`config.mk`:
```
export PLATFORM = sky130hd
export DESIGN_NAME = bba_ram
export DESIGN_NICKNAME = d
export VERILOG_FILES = /design/src/rtl/core/bba_ram.sv
export SDC_FILE = /design/constraint.sdc
export NUM_CORES = 1
export LEC_CHECK = 0
export BUFFER_PORTS_ARGS = -buffer_cell sky130_fd_sc_hd__buf_2
export CAP_MARGIN = 20
export CORE_MARGIN = 1.5
export CORE_UTILIZATION = 40
export DETAILED_ROUTE_END_ITERATION = 12
export MAX_ROUTING_LAYER = met4
export PLACE_DENSITY_LB_ADDON = 0.25
export SLEW_MARGIN = 20
export SYNTH_ARGS = -nofsm -noshare
export SYNTH_HDL_FRONTEND = slang
export SYNTH_SLANG_ARGS = --single-unit
```
`constraint.sdc`:
```
create_clock -name clk -period 2.45 [get_ports clk]
set_clock_uncertainty 0.2 [all_clocks]
set_input_delay 0.245 -clock clk [delete_from_list [all_inputs] [get_ports clk]]
set_output_delay 0.245 -clock clk [all_outputs]
set_load 0.02 [all_outputs]
```
`src/rtl/core/bba_ram.sv`:
```
// ----------------------------------------------------------------------------
// bba_ram
// Generic single-port RAM with registered read.
// ----------------------------------------------------------------------------
module bba_ram #(
  parameter int WIDTH = 8,
  parameter int DEPTH = 16
) (
  input  logic                     clk,
  input  logic                     we,
  input  logic [$clog2(DEPTH)-1:0] addr,
  input  logic [WIDTH-1:0]         wdata,
  output logic [WIDTH-1:0]         rdata
);
  logic [WIDTH-1:0] mem [DEPTH];

  always_ff @(posedge clk) begin
    if (we) mem[addr] <= wdata;
    rdata <= mem[addr];
  end
endmodule

```
==> results.tsv <==
stage	metric	value	unit
status	status	finished clean	
worst_setup_path	CP Capture Type	flip-flop	
logic_synthesis	Area contributors post-synth	edfxtp_1 (76%), mux4_2 (14%), dfxtp_1 (3.2%), a22oi_1 (2.4%), nor2_1 (0.96%)	
worst_setup_path	Critical Path Fanout Max	37	
logic_synthesis	Synth Flop Type	edfxtp_1	
detailed_routing	DR WL/cell	20.1	um
logic_synthesis	number of synthesized flops with an enable pin	128	
pwr	PwrDens	896	mW/mm^2
global_routing	Remaining Overflow, GRT	0	
cts	worst-case clock buffer depth	2	
timing	Final Max Slew Viols	0	
timing	setup_tns	0	ns
floorplanning	initial core utilization	41.7	%
flow_run	number of max-cap violations	0	
global_routing	largest net degree at the start of global routing	38	
logic_synthesis	ys async rst share	0	%
worst_setup_path	worst path arrival time	1.69	ns
detailed_routing	drt drc	0	
finish	diode count	0	
global_routing	first-pass GRT wire length	14300	um
finish	share of post-route cells with drive strength above 1	35.2	%
cts	Clk Tree Root Cell	clkbuf_16	
finish	Area Overhead vs Synth	20.4	%
placed_design	Detailed Place HPWL	6140	um
global_routing	via count of the first global-routing pass	2442	
timing	worst-margin pin slew	0.651	ns
pwr	Leak	2.03	nW
detailed_routing	drt initial violations	272	
logic_synthesis	Seq cells post-synth	136	
cts	CTS buffer count	17	
timing	Achievable Freq	628	MHz
placed_design	placed cells	426	
global_routing	total track usage	15.8	%
logic_synthesis	Net Count, Synth	244	
floorplanning	row count	40	
pwr	worst vdd ir	0.000468	V
timing	# setup viols final	0	
floorplanning	Die H	116	um
timing	slew margin rel.	56.5	%
timing	Hold WS	0.0156	ns
logic_synthesis	top post-synthesis cells by count	edfxtp_1 (128), mux4_2 (32), a22oi_1 (16), nor2_1 (13), nand2_1 (9)	
worst_setup_path	critical path class	in2reg	
detailed_routing	TritonRoute pass-1 iters	4	
placed_design	Placer Congestion	0.708	
timing	Final Cycle Share	65.0	%
detailed_routing	Vias per Instance	5.07	
finish	post-route insts no fill	458	
cts	# resized after CTS	0	
global_routing	initial antenna violation count	0	
floorplanning	Core Footprint	0.0122	sq mm
cts	Clock transition at path regs	0.06	ns
worst_setup_path	Critical Path RT	2.54	ns
cts	CTS tree	yes	
floorplanning	die area	0.0134	sq mm
timing	RSZ-0062 raised after global routing	no	
cts	Worst-Skew Late Latency	0.41	ns
logic_synthesis	Seq/Total Area, Yosys	79.0	%
worst_hold_path	type of the worst min-delay path	in2reg	
floorplanning	top-level I/O count	22	
timing	Final Hold Viols	0	
logic_synthesis	distinct cell type count after synthesis	18	
cts	CTS Sinks	136	
logic_synthesis	post-synth top area cell	edfxtp_1	
timing	minimum clock period	1.59	ns
placed_design	Port Buffer Count	21	
logic_synthesis	top-count cell post-synth	edfxtp_1	
logic_synthesis	Yosys top cell area share	75.9	%
logic_synthesis	Synth Cell Area	0.00507	sq mm
cts	H-tree Lvls	4	
detailed_routing	Vias	2320	
finish	Layout Nets	291	
finish	Finished Cell Area	0.00610	sq mm
cts	Post-CTS Setup Repair Bufs	0	
worst_setup_path	crit start category	input port	
logic_synthesis	Mean Syn Cell Area	22.0	sq um
floorplanning	Die W	116	um
logic_synthesis	Yosys warnings	0	
placed_design	DP Area	0.00548	sq mm
detailed_routing	Routed WL	9220	um
cts	hold buffers post-CTS	0	
detailed_routing	Final ANT Viol Nets	0	
logic_synthesis	Mapped Cells	230	
## path summary, 6_finish.rpt
path,start,endpoint,slack [ns],depth (start not counted)
worst max-delay path,addr[0],rdata[7],0.86,5
worst min-delay path,wdata[7],mem[9][7],0.02,1
worst max register to register,mem[0][7],rdata[7],0.88,3
worst min register to register,mem[15][7],rdata[7],0.48,3
## registers in the layout (all words and copies together), names as in the netlist
register and cells:
rdata 8, mem 128
## report_power, final
group          leakage, nW  switching (mW)  total, mW  internal [mW]
sequential            1.22          0.0169       2.62           2.60
clock                0.306           0.869       2.60           1.73
combinational        0.499           0.150      0.253          0.103
## area by class of cell
class / count / area (sq um)
fillers: 989 / 6060
repair buffers: 39 / 265
flip-flops and latches: 136 / 4000
well taps: 168 / 210
clock inverters: 8 / 118
multi-input cells: 83 / 1000
clock buffers: 24 / 502
## per-stage QoR
step	utilization, %	power (mW)	setup WS, ns
floorplan	-	2.81	0.512
global placement	45.1	2.92	0.451
detailed placement	45.1	2.93	0.443
CTS	50.2	5.51	0.879
global route	50.2	5.64	0.786
finish	50.2	5.47	0.857
## cell usage in the layout, fill, tap and decap left out, drive strengths merged, types with 2 or more instances in the layout
cell    count
edfxtp    128
dfxtp       8
nand3b      2
buf        39
a22oi      16
nor3        4
nand2b      2
nor2b       2
nor2       13
nand2       9
clkinv      4
clkbuf     24
mux4       32
bufinv      3
## critical path, stage by stage
cell,delay [ns]
buf_2,0.15
buf_12,0.28
mux4_2,0.55
a22oi_1,0.33
nand2_1,0.09
## cells by family after synthesis
family | share of synthesized area (%)
flip-flops | 79.0
buffers and inverters | 1.19
AND/OR/NAND/NOR | 3.21
multiplexers | 14.2
AO/OA/AOI/OAI | 2.37
## routing by layer
metal / global-route usage [%] / wire (um) / vias to the layer above
met4: 6.42 / 173 / 0
met5: - / 0 / -
met2: 24.5 / 4560 / 56
met3: 4.71 / 408 / 13
li1: - / - / 1051
met1: 19.6 / 4080 / 1200
Power figures use the tool's default switching activity.
